[src/hw/rtl/wcs_div_cell.sv]
module wcs_div_cell #(
   parameter int LANES  = 1,
   parameter int NUM_W  = 8,
   parameter int DEN_W  = 4,
   parameter int QB     = 4,
   parameter int K      = 0,
   parameter int SIDE_W = 1
) (
   input  logic                        clock,
   input  logic                        reset,
   input  logic                        vld_i,
   input  logic [LANES-1:0][NUM_W-1:0] num_i,
   input  logic [LANES-1:0][QB-1:0]    quo_i,
   input  logic [DEN_W-1:0]            den_i,
   input  logic [SIDE_W-1:0]           side_i,
   output logic                        vld_o,
   output logic [LANES-1:0][NUM_W-1:0] num_o,
   output logic [LANES-1:0][QB-1:0]    quo_o,
   output logic [DEN_W-1:0]            den_o,
   output logic [SIDE_W-1:0]           side_o
);
   localparam int CW = (DEN_W + K > NUM_W) ? DEN_W + K : NUM_W;

   logic                        vld_ff;
   logic [LANES-1:0][NUM_W-1:0] num_ff, num_in;
   logic [LANES-1:0][QB-1:0]    quo_ff, quo_in;
   logic [DEN_W-1:0]            den_ff;
   logic [SIDE_W-1:0]           side_ff;
   logic [CW-1:0]               den_sh;

   // one restoring step: quotient bit K for every lane against a shared divisor
   always_comb begin
      den_sh = CW'(den_i) << K;
      for (int l = 0; l < LANES; l++) begin
         if (CW'(num_i[l]) >= den_sh) begin
            num_in[l] = NUM_W'(CW'(num_i[l]) - den_sh);
            quo_in[l] = quo_i[l] | (QB'(1) << K);
         end else begin
            num_in[l] = num_i[l];
            quo_in[l] = quo_i[l];
         end
      end
   end

   always_ff @(posedge clock) begin
      if (reset) begin
         vld_ff <= 1'b0;
      end else begin
         vld_ff <= vld_i;
      end
   end

   always_ff @(posedge clock) begin
      num_ff  <= num_in;
      quo_ff  <= quo_in;
      den_ff  <= den_i;
      side_ff <= side_i;
   end

   assign vld_o  = vld_ff;
   assign num_o  = num_ff;
   assign quo_o  = quo_ff;
   assign den_o  = den_ff;
   assign side_o = side_ff;
endmodule

[config.mk]
export PLATFORM = sky130hd
export DESIGN_NAME = wcs_div_cell
export DESIGN_NICKNAME = d
export VERILOG_FILES = /design/src/hw/rtl/wcs_div_cell.sv
export SDC_FILE = /design/constraint.sdc
export NUM_CORES = 1
export LEC_CHECK = 0
export BUFFER_PORTS_ARGS = -buffer_cell sky130_fd_sc_hd__buf_2
export CAP_MARGIN = 0
export CORE_MARGIN = 2
export CORE_UTILIZATION = 42
export DETAILED_ROUTE_END_ITERATION = 16
export PLACE_DENSITY = 0.75
export SLEW_MARGIN = 25
export SYNTH_ARGS = -nofsm -noshare
export SYNTH_HDL_FRONTEND = slang
export SYNTH_SLANG_ARGS = --single-unit
[constraint.sdc]
create_clock -name clock -period 2.3 [get_ports clock]
set_input_delay 0.345 -clock clock [delete_from_list [all_inputs] [get_ports clock]]
set_output_delay 0.345 -clock clock [all_outputs]
set_load 0.02 [all_outputs]
=== Word level (Yosys, flattened, before mapping) ===
Cells that the tools add are included.

* Register bits: 18
* Input bits: 20
* Output and inout port bits: 18
* Logic and storage cells: 9

* Add/subtract/negate cells: 1
* Magnitude comparators: 1
* Mux-type cells: 1

{| class="wikitable"
|+ Operators by type and width
! operator !! count
|-
| 8-bit by 4-bit greater-or-equal comparator with 1-bit output || 1
|-
| 8-bit 2-to-1 mux || 1
|-
| 8-bit by 4-bit subtractor with 8-bit output || 1
|}

=== Logic depth before layout (Yosys ltp) ===
Gate-level depths: netlist of run 1.

* Word-level depth: 2
* Mapped depth: 7

=== Least setup slack after synthesis of run 1 ===
OpenSTA, ideal clock, no wires.

* Kind: input-to-reg
* Start: input num_i[0] (netlist name)
* End: register num_ff, in the netlist num_o[6]
* Data arrival time: 1,627 ps
* Setup slack: 550 ps
* Cell stages on the path: 7
* Buffers on the path: 0
* Path through: inv_1 > ha_1 > fa_1 > nor2b_1 > o21ai_2 > nand3b_1 > mux2_1

{| class="wikitable"
|+ RTL lines
! element !! RTL line !! text
|-
| from (decl) || 12 || <nowiki>input logic [LANES-1:0][NUM_W-1:0] num_i,</nowiki>
|-
| to (signal assigned) || 54 || <nowiki>num_ff <= num_in;</nowiki>
|-
| to (decl) || 25 || <nowiki>logic [LANES-1:0][NUM_W-1:0] num_ff, num_in;</nowiki>
|}

==> metrics.txt, run 1 <==
Seq cells post-synth 18; combinational share of power 23.6%; worst-path maximum fanout 6; fin util 61.7%; Post-Syn Area 721 um2; Synth cell types 26; Sw Ratio 26.9%; final wirelength 1280 um; Hold Path Class in -> reg; final hold vios 0; placed wire-length estimate 1100 um; RSZ-0062 raised after global routing false; initial core utilization 46.2%; die width 45.4 um; n_diodes 0; DRC viols 0; Hold Path End quo_o[1]$_DFF_P_; Die Y 45.4 um; Peak VDD IR 427 uV; storage element area 360 um2; vias per cell 4.81; max_slew headroom 78.3%; root buffer cell clkbuf_4; Sequential Power Share 49.8%; clock period minus worst slack 1.66 ns; initial antenna violation count 0; CTS tree done; Power Density 720 mW/mm2; Setup Buffers After CTS 0; Critical-path top delay cell fa_1; CTS Sinks 18; final setup vio count 0; Hold Crit Start quo_i[1]; # hold bufs at CTS 0; largest net degree at the start of global routing 11; WP data required 2.48 ns; clock-pin slew on the worst setup and hold paths 0.09 ns; layout net count 128; First-pass DRT Iterations 4; Layout area overhead 33.5%; setup TNS 0 ns; IO buf count 37; Internal 507 uW; synth warn 0; Largest delay share family, worst path adder cells; First DRT Iteration DRCs 3; grt ovf 0; Switch Pwr 186 uW; WP depth 8; Routability Congestion 0.745; Final ANT Viol Nets 0; crit-path max cell delay 0.42 ns; period utilisation layout 72.2%; die area 0.00206 mm2; Cells after Synth 61; Clk pwr share 26.6%; Max-Cap Viols 0; footprint of the multi-input gates 342 um2; FILL cells 134; DR WL/cell 10.8 um; core area 0.00156 mm2; CTS max path bufs 2; Buf+Inv Stages, Crit Path 2; fraction of layout cells with a size suffix above 1 46.1%; pre-CTS setup slack 0.332 ns; # rows 14; critical path type in -> reg; Syn Nets 86; leakage 0.000501 uW; Avg Synthesized Cell Area 11.8 um2; arrival time worst endpoint 1.84 ns; H-Tree Depth 1; crit path capture type register; Slew Viols, Final 0; WHS Path Cells 1; worst setup margin 0.640 ns; register area share after synthesis 50.0%; total power draw 693 uW; GRT Resource Usage Total 15.2%; worst-margin pin slew 0.325 ns; cts repair resizes 0; vias in the first global route 543; status completed; crit path cell chain buf_2, inv_1, ha_1, fa_1, nor2b_1, o21ai_2, nand3b_1, mux2_1; CTS buffer count 3; first-pass GRT wire length 2210 um; vias post-DR 568; I/O pins 38; Critical Path Source Type input pin; Peak Freq 602 MHz
==> registers in the layout, indices dropped and copies added, names as in the netlist <==
signal,cells
vld_o,1
side_o,1
den_o,4
quo_o,4
num_o,8
==> worst max path at each step <==
stage                         from                to
after floorplan           num_i[0]  num_o[6]$_DFF_P_
after global placement    num_i[0]  num_o[3]$_DFF_P_
after detailed placement  num_i[0]  num_o[6]$_DFF_P_
after CTS                 num_i[0]  num_o[6]$_DFF_P_
after global routing      num_i[0]  num_o[6]$_DFF_P_
final                     num_i[0]  num_o[6]$_DFF_P_
==> synthesized netlist by cell type <==
master	count	share of area, %
a21o_1	1	1.0
a31oi_1	2	1.7
a41o_1	1	1.4
a41oi_1	1	1.2
and3b_1	1	1.2
dfxtp_1	18	50
fa_1	1	2.8
ha_1	4	6.9
inv_1	5	2.6
mux2_1	3	4.7
mux2_4	2	4.2
mux2i_1	2	2.8
nand2_1	2	1.0
nand2b_1	1	0.87
nand3_1	1	0.69
nand3_4	1	2.4
nand3b_1	1	1.0
nor2_1	4	2.1
nor2_2	1	0.87
nor2b_1	2	1.7
nor3_4	1	2.3
o21ai_1	1	0.69
o21ai_2	1	1.2
o2bb2ai_1	1	1.2
or2_1	1	0.87
xnor2_1	2	2.4
==> cells by family (layout without fill, tap and decap cells) <==
| kind of cell | after synthesis | after routing | share of synthesized area (%) |
|---|---|---|---|
| DFF | 18 | 18 | 50.0 |
| and+or+nand+nor | 16 | 16 | 15.1 |
| AOI/OAI and AO/OA | 8 | 8 | 8.51 |
| muxes | 7 | 7 | 11.6 |
| adders and majority gates | 5 | 5 | 9.72 |
| buffers and inverters | 5 | 46 | 2.60 |
| xor gates and xnor gates | 2 | 2 | 2.43 |
==> cell usage in the layout, fill, tap and decap left out, types with 2 or more instances in the layout <==
| master | count |
|---|---|
| a31oi_1 | 2 |
| buf_2 | 37 |
| clkbuf_4 | 3 |
| dfxtp_1 | 18 |
| ha_1 | 4 |
| inv_1 | 5 |
| mux2_1 | 3 |
| mux2_4 | 2 |
| mux2i_1 | 2 |
| nand2_1 | 2 |
| nor2_1 | 4 |
| nor2b_1 | 2 |
| xnor2_1 | 2 |
==> power groups by stage <==
| stage | registers [uW] | logic (uW) | clock network (uW) |
|---|---|---|---|
| floorplan | 391 | 68.8 | 0 |
| global placement | 352 | 161 | 0 |
| detailed placement | 353 | 165 | 0 |
| CTS | 346 | 165 | 192 |
| global route | 348 | 180 | 210 |
| finish | 345 | 164 | 184 |
==> metrics by stage <==
step,instance area [um2],hold slack (ns),std cells
finish,962,0.152,118
global route,962,0.127,118
CTS,962,0.143,118
detailed placement,926,0.449,114
global placement,926,0.450,114
floorplan,721,0.373,61
==> metal layers <==
metal,global-route usage [%],vias to the layer above,wire length [um]
li1,-,294,-
met1,17.4,241,550
met2,24.5,29,570
met3,4.76,4,137
met4,8.82,0,21
met5,0,-,0
==> area by class of cell <==
type | instances | share of cell area, %
timing repair buffer | 37 | 19.2
tap | 16 | 2.08
multi-input combinational | 38 | 35.5
sequential | 18 | 37.5
clock buffer | 4 | 3.77
inverter | 5 | 1.95
(Power assumes the default switching activity.)
==> inputs of run 2 (changes only) <==
--- a/config.mk
+++ b/config.mk
@@ -8,9 +8,9 @@
 export BUFFER_PORTS_ARGS = -buffer_cell sky130_fd_sc_hd__buf_2
 export CAP_MARGIN = 0
 export CORE_MARGIN = 2
-export CORE_UTILIZATION = 42
+export CORE_UTILIZATION = 38
 export DETAILED_ROUTE_END_ITERATION = 16
-export PLACE_DENSITY = 0.75
+export PLACE_DENSITY = 0.72
 export SLEW_MARGIN = 25
 export SYNTH_ARGS = -nofsm -noshare
 export SYNTH_HDL_FRONTEND = slang
==> constraint.sdc (replaced) <==
create_clock -name clock -period 1.5 [get_ports clock]
set_input_delay 0.225 -clock clock [delete_from_list [all_inputs] [get_ports clock]]
set_output_delay 0.225 -clock clock [all_outputs]
set_load 0.02 [all_outputs]
==> run 2 against run 1 <==
Net effect: via count increased by 8.5%; setup slack got worse by 0.60 ns; combinational power increased by 93%; critical path depth unchanged; die area increased by 9.6%; design area increased by 17%; clock power increased by 22%; core utilization increased by 2.1 points; worst hold slack got worse by 0.12 ns; critical endpoint unchanged.
==> metrics.txt, run 2 (synthesis gave the netlist of run 1 again) <==
status completed; First DRT Iteration DRCs 8 (+5); first-pass GRT wire length 2170 um (-1.9%); CTS buffer count 3 (unchanged); CTS tree done; layout net count 138 (+7.8%); n_diodes 0 (unchanged); WP data required 1.68 ns (-0.80 ns); Power Density 949 mW/mm2 (+32%); CTS Sinks 18 (unchanged); initial core utilization 40.9% (-5.4 points); placed wire-length estimate 1170 um (+5.7%); Hold Path Class in -> reg; Layout area overhead 56.3%; root buffer cell clkbuf_4; Peak Freq 686 MHz; # rows 15 (+1); arrival time worst endpoint 1.63 ns (-0.21 ns); DR WL/cell 10.6 um (-1.8%); max reg flops 8 (unchanged); worst setup margin 0.0414 ns (-0.599 ns); IO buf count 37 (unchanged); core area 0.00176 mm2 (+13%); Max-Cap Viols 0 (unchanged); Slew Viols, Final 0 (unchanged); Critical path destination num_o[6]$_DFF_P_; Peak VDD IR 547 uV (+28%); CTS max path bufs 2 (unchanged); design area 0.00113 mm2 (+17%); fraction of layout cells with a size suffix above 1 58.6% (+12 points); vias per cell 4.53 (-5.9%); most frequent cells in the layout 37 x buf_2, 18 x dfxtp_1, 10 x buf_4; grt ovf 0 (unchanged); Placed Area 0.00109 mm2 (+18%); H-Tree Depth 1 (unchanged); critical path type in -> reg; worst hold slack 0.0346 ns (-0.117 ns); initial antenna violation count 0 (unchanged); largest net degree at the start of global routing 10 (-1); die area 0.00226 mm2 (+9.6%); final setup vio count 0 (unchanged); FILL cells 167 (+25%); period utilisation layout 97.2%; max_slew headroom 77.2% (-1.1 points); Critical-path top delay cell fa_2; worst-margin pin slew 0.341 ns (+0.0162 ns); commonest non-fill, non-tap cell in the layout buf_2; CP Launch Point num_i[0]; I/O pins 38 (unchanged); vias in the first global route 544 (+0.18%); die width 47.6 um (+4.7%); crit path capture type register; crit path cell chain buf_2, inv_12, ha_4, fa_2, nor2b_2, o21ai_4, nand3b_1, mux2_1; clock-pin slew on the worst setup and hold paths 0.09 ns (about the same); vias post-DR 616 (+8.5%); crit-path max cell delay 0.36 ns (-0.06 ns); Die Y 47.6 um (+4.7%); fin util 63.8% (+2.1 points); pre-CTS setup slack -0.293 ns (-0.625 ns); GRT Resource Usage Total 14.0% (-1.2 points); First-pass DRT Iterations 4 (unchanged); WHS Path Cells 1 (unchanged); DRC viols 0 (unchanged); clock period minus worst slack 1.46 ns; leakage 0.000547 uW (+9.2%); worst-path maximum fanout 4 (-2); final hold vios 0 (unchanged); Final ANT Viol Nets 0 (unchanged); Critical Path Source Type input pin; Routability Congestion 0.842 (+13%); final wirelength 1450 um (+13%)
-- run 2: changes by cell type in the layout (fill, tap and decap cells not counted) --
| cell | before | now |
|---|---|---|
| ha_4 | 0 | 4 |
| fa_1 | 1 | 0 |
| clkbuf_8 | 1 | 0 |
| ha_1 | 4 | 0 |
| inv_1 | 5 | 3 |
| o21ai_1 | 1 | 0 |
| inv_12 | 0 | 2 |
| nor2b_2 | 0 | 1 |
| nor2b_1 | 2 | 1 |
| o21ai_4 | 0 | 1 |
| fa_2 | 0 | 1 |
| buf_4 | 0 | 10 |
-- run 2: how the worst min path moves through the flow --
stage,to,slack (ns),startpoint
4_1_cts,quo_o[3]$_DFF_P_,0.02,quo_i[3]
6_report,quo_o[3]$_DFF_P_,0.03,quo_i[3]
5_1_grt,quo_o[1]$_DFF_P_,0.01,quo_i[1]
3_3_place_gp,quo_o[1]$_DFF_P_,0.33,quo_i[1]
2_1_floorplan,den_o[0]$_DFF_P_,0.25,den_i[0]
3_5_place_dp,quo_o[3]$_DFF_P_,0.33,quo_i[3]
-- run 2: metrics by stage --
step           setup TNS (ns)  cells  power, uW
2_1_floorplan         -0.0819     61        723
3_3_place_gp            -1.63    133        843
3_5_place_dp            -2.00    133        849
4_1_cts                     0    136       1080
5_1_grt             -0.000603    136       1140
6_report                    0    136       1070
-- run 2: final cells by class --
cell class	instances	area, um2	share of cell area [%]
clock buffers	3	22.5	2.00
inverters	5	43.8	3.89
multi-input cells	38	408	36.2
flip-flops and latches	18	360	32.0
well taps	25	31.3	2.78
repair buffers	47	260	23.1
-- run 2: repair_timing --
action / CTS / global route
setup endpoints to repair: 0 / 4
resized for setup: 0 / 3
hold buffers: 0 / 0
setup buffers: 0 / 0
-- run 2: report_power, final --
group | total (uW) | leakage [uW] | internal, uW | switching (uW)
combinational | 317 | 0.000381 | 151 | 165
clock | 224 | 0.0000138 | 93.2 | 130
sequential | 529 | 0.000151 | 521 | 7.96
-- run 2: layer usage --
metal | GRT usage, % | vias up | part of all wire [%]
met5 | 0 | - | 0
met3 | 3.77 | 2 | 11
met4 | 8.11 | 0 | 1.8
met2 | 23.0 | 32 | 47
met1 | 16.3 | 271 | 41
li1 | - | 311 | -
-- run 2: critical path: cells and delay by family --
family,cells,cell delay (ns)
buf+inv,2,0.20
simple gates,2,0.27
compound gates,1,0.11
mux,1,0.32
fa+ha+maj,2,0.51
