File: config.mk
export PLATFORM = sky130hd
export DESIGN_NAME = wcs_sqrt_cell
export DESIGN_NICKNAME = d
export VERILOG_FILES = /design/src/hw/rtl/wcs_sqrt_cell.sv
export SDC_FILE = /design/constraint.sdc
export NUM_CORES = 1
export LEC_CHECK = 0
export ABC_CLOCK_PERIOD_IN_PS = 4850
export BUFFER_PORTS_ARGS = -buffer_cell sky130_fd_sc_hd__buf_2
export CAP_MARGIN = 20
export CORE_MARGIN = 4
export CORE_UTILIZATION = 40
export DETAILED_ROUTE_END_ITERATION = 16
export PLACE_DENSITY = 0.76
export SYNTH_ARGS = -nofsm -noshare
export SYNTH_HDL_FRONTEND = slang
export SYNTH_SLANG_ARGS = --single-unit
File: constraint.sdc
create_clock -name clock -period 4.85 [get_ports clock]
set_clock_uncertainty 0.05 [all_clocks]
set_input_delay 0.485 -clock clock [delete_from_list [all_inputs] [get_ports clock]]
set_output_delay 0.485 -clock clock [all_outputs]
set_load 0.03 [all_outputs]
File: src/hw/rtl/wcs_sqrt_cell.sv
module wcs_sqrt_cell #(
   parameter int SQ_W   = 50,
   parameter int SH     = 0,
   parameter int SIDE_W = 1
) (
   input  logic              clock,
   input  logic              reset,
   input  logic              vld_i,
   input  logic [SQ_W-1:0]   rem_i,
   input  logic [SQ_W-1:0]   root_i,
   input  logic [SIDE_W-1:0] side_i,
   output logic              vld_o,
   output logic [SQ_W-1:0]   rem_o,
   output logic [SQ_W-1:0]   root_o,
   output logic [SIDE_W-1:0] side_o
);
   localparam logic [SQ_W-1:0] BIT = {{(SQ_W-1){1'b0}}, 1'b1} << SH;

   logic              vld_ff;
   logic [SQ_W-1:0]   rem_ff, rem_in;
   logic [SQ_W-1:0]   root_ff, root_in;
   logic [SIDE_W-1:0] side_ff;
   logic [SQ_W-1:0]   trial;

   always_comb begin
      trial = root_i + BIT;
      if (rem_i >= trial) begin
         rem_in  = rem_i - trial;
         root_in = (root_i >> 1) + BIT;
      end else begin
         rem_in  = rem_i;
         root_in = root_i >> 1;
      end
   end

   always_ff @(posedge clock) begin
      if (reset) begin
         vld_ff <= 1'b0;
      end else begin
         vld_ff <= vld_i;
      end
   end

   always_ff @(posedge clock) begin
      rem_ff  <= rem_in;
      root_ff <= root_in;
      side_ff <= side_i;
   end

   assign vld_o  = vld_ff;
   assign rem_o  = rem_ff;
   assign root_o = root_ff;
   assign side_o = side_ff;
endmodule

# Word-level counts from Yosys, hierarchy flattened
# Cells that the tools add are included.
[word_totals]
reg_bits = 102
input_bits = 104
[op_classes]
add_sub_neg = 3
n_lt_le_gt_ge = 1
mux = 2
[op_table]
columns = ["op", "count"]
rows = [
  ["49-bit by 1-bit adder with 50-bit output, second input constant", 1],
  ["50-bit by 1-bit adder with 50-bit output, second input constant", 1],
  ["50-bit greater-or-equal comparator", 1],
  ["50-bit 2-to-1 mux", 1],
  ["50-bit subtractor", 1],
  ["49-bit 2-to-1 mux", 1],
]

# Logic depth before layout (Yosys ltp)
# Gate-level depths: netlist (run 1).
[logic_depth]
ltp_word = 3
ltp_mapped = 21
ltp_nobuf = 18

# Worst setup path before layout (run 1)
# OpenSTA, ideal clock, no wires.
[synth_path]
path_type = "input to register"
start = "input port root_i[3]"
end = "register rem_ff[33], in the netlist rem_o[33]"
t_arrival_ns = 4.455
t_required_ns = 4.679
slack_ns = 0.223
stages = 20
n_path_buf = 4
path_cell_list = "clkbuf_1 > and4_1 > and3_1 > and3_1 > nand2_1 > nor2_1 > nand3_1 > xor2_1 > ha_1 > clkbuf_1 > a21oi_1 > o21ai_0 > a31oi_1 > o21ai_0 > a21oi_1 > o211ai_2 > a2111o_1 > buf_2 > buf_6 > mux2_4"
[synth_via]
elab_chain_len = 3
word_cells_on_any_way = 4
classes_between = "2 x add/sub; 1 x order compare; 1 x mux"
[synth_lines]
columns = ["item", "line", "source"]
rows = [
  ["start: declaration", "10", "input logic [SQ_W-1:0] root_i,"],
  ["50-bit by 1-bit adder with 50-bit output *", "26", "trial = root_i + BIT;"],
  ["50-bit subtractor / 50-bit greater-or-equal comparator (equally long branches)", "28, 27", ""],
  ["50-bit 2-to-1 mux *", "27", "if (rem_i >= trial) begin"],
  ["net rem_in[33]", "20", "logic [SQ_W-1:0] rem_ff, rem_in;"],
  ["end signal: assignment", "45", "rem_ff <= rem_in;"],
  ["end: declaration", "20", ""],
]
# Mark *: on every way through the listed nets, which the timed path passes. The rest lies on a longest branch.
# A chain may end at the register's enable or synchronous reset.

# Worst setup path after layout (run 1)
[layout_path]
start = "input port root_i[3]"
end = "register rem_ff[36], in the netlist rem_o[36]"
# Same word-level chain as after synthesis.

==> metrics.md, run 1 <==
| Metric | Value |
|---|---|
| YS warnings | `0` |
| Chip height | `144.4 um` |
| Synthesized net count | `1113` |
| Worst-path clk slew | `60 ps` |
| Layout area overhead | `24.86%` |
| Num Clock Sinks | `102` |
| Critical Path Sink Type | `flip-flop` |
| Seq/Total Area, Yosys | `0.2743` |
| Congestion Overflow GR | `0` |
| Die footprint | `0.02086 sq mm` |
| First-pass GRT wire length | `40530 um` |
| Setup violations, final | `0` |
| Final nets | `1341` |
| Mapped Cells | `956` |
| CP max-delay cell | `a2111oi_0` |
| Hold violation count in the final report | `0` |
| Post-DR wirelength/cell | `18.59 um` |
| H-tree Lvls | `3` |
| Switching power | `1.063 mW` |
| IO Pins | `206` |
| Slew headroom | `0.5071` |
| Worst Max-Slew Pin Slew | `736.7 ps` |
| DRT iter0 DRCs | `900` |
| Logic pwr share | `0.385` |
| Vias per inst | `5.570` |
| DP HPWL | `21450 um` |
| Clock Tree Root | `clkbuf_16` |
| Avg Inst Size Synth | `7.787 sq um` |
| Status | `complete, no violations` |
| Peak supply drop | `0.1904 mV` |
| Achievable frequency | `221.2 MHz` |
| Fraction of registers with async set/reset | `0` |
| Yosys cell types | `59` |
| WS Path Type | `input pin to flip-flop` |
| Total track usage | `0.2500` |
| # hold bufs at CTS | `0` |
| Post_cts resized | `0` |
| Power Total | `2.736 mW` |
| Sequential power share | `0.352` |
| Final GP Congestion | `1.005` |
| Clock Path Buffers | `2` |
| Worst EP required | `5080 ps` |
| Max FO, Critical Path | `7` |
| Routed Antenna Nets | `0` |
| Area leader, netlist | `dfxtp_1` |
| Std-Cell Core Area | `0.01815 sq mm` |
| Pleak | `4.153 nW` |
| CTS Buf Count | `9` |
| Initial antenna violation count | `2` |
| CP dominant cell by count | `and3_1` |
| CTS tree | `built` |
| Post-synth EDFFs | `0` |
| Die Wd | `144.4 um` |
| Number of cell rows | `49` |
| Number of max-cap violations | `0` |
| Initial Utilization | `0.4102` |
| Vias in the first global route | `7578` |
| Worst Hold Class | `input pin to flip-flop` |
| Main synth FF type | `dfxtp_1` |
| Top cell type's share of synthesized area | `0.2743` |
| Post-Synthesis Cell Area | `0.007445 sq mm` |
| Setup crit start kind | `input pin` |
| Largest net degree at the start of global routing | `45` |
| PD cells | `294.3 mW/mm^2` |
| Placed inst area | `0.008997 sq mm` |
| Share of cells above drive strength 1 | `0.2456` |
| Pint | `1.673 mW` |
| Fin area | `0.009295 sq mm` |
| Setup Buffers After CTS | `0` |
| Port Buffers | `205` |
| Clock share of power | `0.263` |
| Via Count | `7915` |
| Final Routed Wirelength | `26410 um` |
| CP Cell Sequence | `buf_2, and4_1, and3_1, and3_1, nor2b_1, nand3_1, xor2_1, ha_1, nand2_1, nor4_1, nand2_1, a2111oi_0, buf_4, o211ai_1, a21oi_1, o21ai_0, and3_1, o31ai_1` |
| Final Critical Period | `4520 ps` |
| Crit path DAT | `4750 ps` |
| CP peak stage delay | `570 ps` |
| Final TNS setup | `0 ps` |
| DRT Pass-1 Iters | `5` |
| FF+latch count, synth | `102` |
| Final period util | `0.9320` |
| Drt drc | `0` |
| Unrepaired setup endpoints after global routing | `false` |
| Sw frac | `0.3886` |
| Slew Viols, Final | `0` |
| Area contributors post-synth | `dfxtp_1 27%, ha_1 8.7%, xnor2_1 8.2%` |
power groups by stage:
| stage | combinational (mW) | sequential, mW | clock (mW) |
|---|---|---|---|
| 6_report | 1.05 | 0.962 | 0.721 |
| 5_1_grt | 1.14 | 0.973 | 0.769 |
| 4_1_cts | 1.04 | 0.963 | 0.733 |
| 3_5_place_dp | 1.04 | 0.982 | 0 |
| 3_3_place_gp | 1.03 | 0.982 | 0 |
| 2_1_floorplan | 0.489 | 1.19 | 0 |
registers in the layout, summed over array words and instances (netlist names):
register,cells
rem_o,50
root_o,50
side_o,1
vld_o,1
cells in the final DEF (no fill, tap or decap), types with 8 or more instances in the layout:
master       n
nand4_1     40
xnor2_1     70
o21ai_0     35
and3_1      24
buf_4       54
clkbuf_16    9
a21o_1      28
a21oi_1     91
nor3_1      27
xor2_1      65
nand2_1     98
nand3_1     48
nor2_1      91
o21bai_1    11
inv_1       23
buf_2      205
a31oi_1      8
ha_1        52
dfxtp_1    102
layout make-up:
cell class | count | area, sq um
diodes | 3 | 7.507
clock buffers | 10 | 239.0
clock inverters | 6 | 46.29
fillers | 1796 | 8852
inverters | 23 | 86.33
multi-input cells | 786 | 5096
flip-flops and latches | 102 | 2042
well taps | 229 | 286.5
repair buffers | 262 | 1491
cells in the mapped netlist (3+ instances only):
cell and instances:
buf_6 6, nand2b_1 5, a41oi_1 5, or3_1 3, and4_1 7, or2_2 3, and3_1 24, o21ai_0 35
xor2_1 65, a21o_1 28, nand2_1 98, inv_1 23, nor2_1 93, nand3_1 48, dfxtp_1 102, buf_2 7
nor3_1 27, nand4_1 40, nor4_1 7, nor3b_1 3, o21a_1 5, clkbuf_1 31, ha_1 52, a21oi_1 91
nor2b_1 5, o31ai_1 3, o211ai_1 6, xnor2_1 70, and2_1 6, a31oi_1 8, o21bai_1 11, a21boi_0 3
kinds of logic (layout without fill, tap and decap cells):
family	count (synthesis)	in the layout	synth area share
simple gates	374	374	0.2413
compound gates	220	220	0.1872
xor+xnor	135	135	0.1588
flops	102	102	0.2743
buf+inv	68	301	0.04202
fa+ha+maj	53	53	0.09008
mux	4	4	0.006218
other cells	0	3	0
per-layer routing:
metal,part of all wire,vias up,global-route usage
li1,-,3859,-
met1,0.44,3648,0.3389
met2,0.46,367,0.3965
met3,0.081,41,0.04563
met4,0.023,0,0.09327
met5,0,-,0
per-stage QoR:
stage                       util  setup WS [ps]  instances  hold slack [ps]
final                     0.5122          329.7       1421            167.2
after global routing      0.5121          8.381       1420            175.3
after CTS                 0.5115          296.2       1418            158.7
after detailed placement  0.4958         -79.69       1402            539.1
after global placement    0.4958         -47.16       1402            537.2
after floorplan                -          223.4        956            462.7
final timing paths:
check  startpoint        end  slack, ps  cells past startpoint
max     root_i[3]  rem_o[36]        330                     18
min        side_i     side_o        170                      1
critical path: cells and delay by family:
family | cells | cell delay, ps
adders and majority gates | 1 | 370
and+or+nand+nor | 9 | 2040
xor gates and xnor gates | 1 | 200
AOI/OAI and AO/OA | 5 | 1270
buffers and inverters | 2 | 380
Note: power is estimated with default switching activity, not from simulation.
==> run 2, diff against run 1 <==
CTS_CLUSTER_SIZE = 14   (was not set)
GPL_TIMING_DRIVEN = 0   (was not set)
==> run 2 against run 1 <==
Net effect:
- first-iteration DRC count fell by 24%
- clock-buffer cell count rose by 1
- highest routed layer is now met5
- routed wire length grew 3.0%
- global-route usage is essentially flat
- final area is 0.12% higher
- core utilization rose by 0.062 points
- final cell count fell by 0.84%
- clock power grew 3.1%
==> metrics.md, run 2 (synthesis results as in run 1) <==
| Metric | Value |
|---|---|
| Hold violation count in the final report | `0` |
| Layout area overhead | `25.01%` |
| Port Buffers | `198` |
| H-tree Lvls | `3` |
| Initial Utilization | `0.4102` |
| Achievable frequency | `213.6 MHz` |
| Fin cells | `1409` |
| Setup violations, final | `0` |
| Vias per inst | `5.615` |
| Clock share of power | `0.268` |
| Most common cell after layout, fill and taps aside | `buf_2` |
| Number of max-cap violations | `0` |
| Num Clock Sinks | `102` |
| Status | `complete, no violations` |
| CTS tree | `built` |
| Worst-path clk slew | `70 ps` |
| Switching power | `1.068 mW` |
| # fillers | `1800` |
| Congestion Overflow GR | `0` |
| Final nets | `1331` |
| Share of cells above drive strength 1 | `0.2451` |
| Multi-input logic area | `0.005273 sq mm` |
| Largest net degree at the start of global routing | `18` |
| Die Wd | `144.4 um` |
| Setup crit start kind | `input pin` |
| Worst slack at placement | `-1104 ps` |
| PD cells | `297.6 mW/mm^2` |
| Worst Max-Slew Pin Slew | `863.1 ps` |
| Sw frac | `0.3857` |
| Crit path DAT | `4900 ps` |
| DRT iter0 DRCs | `680` |
| Total track usage | `0.2501` |
| Register area | `0.002042 sq mm` |
| Logic pwr share | `0.385` |
| Post-layout util | `0.5128` |
| Clock Tree Root | `clkbuf_16` |
| Chip height | `144.4 um` |
| Drt drc | `0` |
| Post-DR wirelength/cell | `19.31 um` |
| Clock Path Buffers | `2` |
| Number of cell rows | `49` |
| Routed Antenna Nets | `0` |
| Critical Path Sink Type | `flip-flop` |
| CTS Buf Count | `9` |
| Pint | `1.701 mW` |
| Die footprint | `0.02086 sq mm` |
| Vias in the first global route | `7362` |
| Initial antenna violation count | `2` |
| Pleak | `4.067 nW` |
| IO Pins | `206` |
| DP HPWL | `21820 um` |
| Fin worst setup slack | `168.3 ps` |
| Final period util | `0.9653` |
| Slew Viols, Final | `0` |
| Std-Cell Core Area | `0.01815 sq mm` |
| DRT Pass-1 Iters | `5` |
| Power Total | `2.770 mW` |
| Final Routed Wirelength | `27210 um` |
| Commonest non-fill, non-tap cells in the layout | `203 x buf_2, 102 x dfxtp_1, 97 x nand2_1` |
| Final Critical Period | `4682 ps` |
| Peak supply drop | `0.1690 mV` |
| Hold Path Stages | `1` |
| Via Count | `7912` |
| Slew headroom | `0.4225` |
| Max FO, Critical Path | `10` |
| WS Path Type | `input pin to flip-flop` |
| Worst Hold Class | `input pin to flip-flop` |
| Placed Cells | `1383` |
| Worst EP required | `5070 ps` |
| First-pass GRT wire length | `40070 um` |
| Final GP Congestion | `0.9814` |
| Sequential power share | `0.347` |
==> run 2: cell count changes in the layout (fill, tap and decap cells not counted), moves of 4 or more <==
cell,change
a21oi_2,+4
buf_4,-38
clkbuf_1,+21
nor4_1,-4
nand3_1,-5
a21oi_1,-4
nand3_2,+5
clkbuf_2,+7
buf_6,+6
nor2_1,-6
==> run 2: what timing repair did <==
action                     4_1_cts  5_1_grt
buffers inserted                 7        7
hold buffers                     0        0
gates resized for setup         20       31
setup endpoints to repair      100      100
pin swaps                        4        5
==> run 2: worst paths after layout <==
check / to / slack [ps] / from
max: rem_o[34] / 170 / root_i[3]
min: side_o / 170 / side_i
==> run 2: layout make-up <==
type / instances / share of cell area
repair buffers: 212 / 0.1178
flip-flops and latches: 102 / 0.2194
clock inverters: 5 / 0.007126
clock buffers: 11 / 0.02501
plain buffers: 40 / 0.02380
multi-input cells: 786 / 0.5666
well taps: 229 / 0.03079
inverters: 23 / 0.009277
diodes: 1 / 0.0002689
==> run 2: layer usage <==
| layer | global-route usage | vias to the layer above | share of wire |
|---|---|---|---|
| met5 | 0 | - | 0.00048 |
| met4 | 0.09278 | 2 | 0.032 |
| met3 | 0.04563 | 57 | 0.086 |
| met2 | 0.3994 | 372 | 0.45 |
| met1 | 0.3370 | 3651 | 0.43 |
| li1 | - | 3830 | - |
==> run 2: per-stage QoR <==
step | cell area [sq um] | hold WS, ps | setup TNS, ps
2_1_floorplan | 7445 | 462.7 | 0
3_3_place_gp | 8722 | 537.3 | -93100
3_5_place_dp | 8722 | 540.9 | -93640
4_1_cts | 9145 | 163.2 | 0
5_1_grt | 9306 | 169.7 | -22.03
6_report | 9306 | 170.2 | 0
==> run 2: power by group through the flow <==
| stage | sequential [mW] | combinational [mW] | clock, mW |
|---|---|---|---|
| final | 0.961 | 1.07 | 0.743 |
| after detailed placement | 0.979 | 1.03 | 0 |
| after global placement | 0.979 | 1.02 | 0 |
| after global routing | 0.969 | 1.14 | 0.787 |
| after CTS | 0.961 | 1.04 | 0.756 |
| after floorplan | 1.19 | 0.489 | 0 |
==> run 2: worst max-delay path, stage by stage <==
cell,delay (ps)
clkbuf_2,170
and4_1,250
and3_1,210
and3_2,260
nand2_1,140
nor2_4,200
nand3_1,160
xor2_2,220
ha_1,290
clkbuf_1,190
a21oi_2,200
nand2_1,60
a31oi_1,240
o21ai_0,160
a21oi_1,220
o211ai_2,210
a2111o_1,480
buf_2,190
buf_6,180
buf_6,160
a21oi_1,210
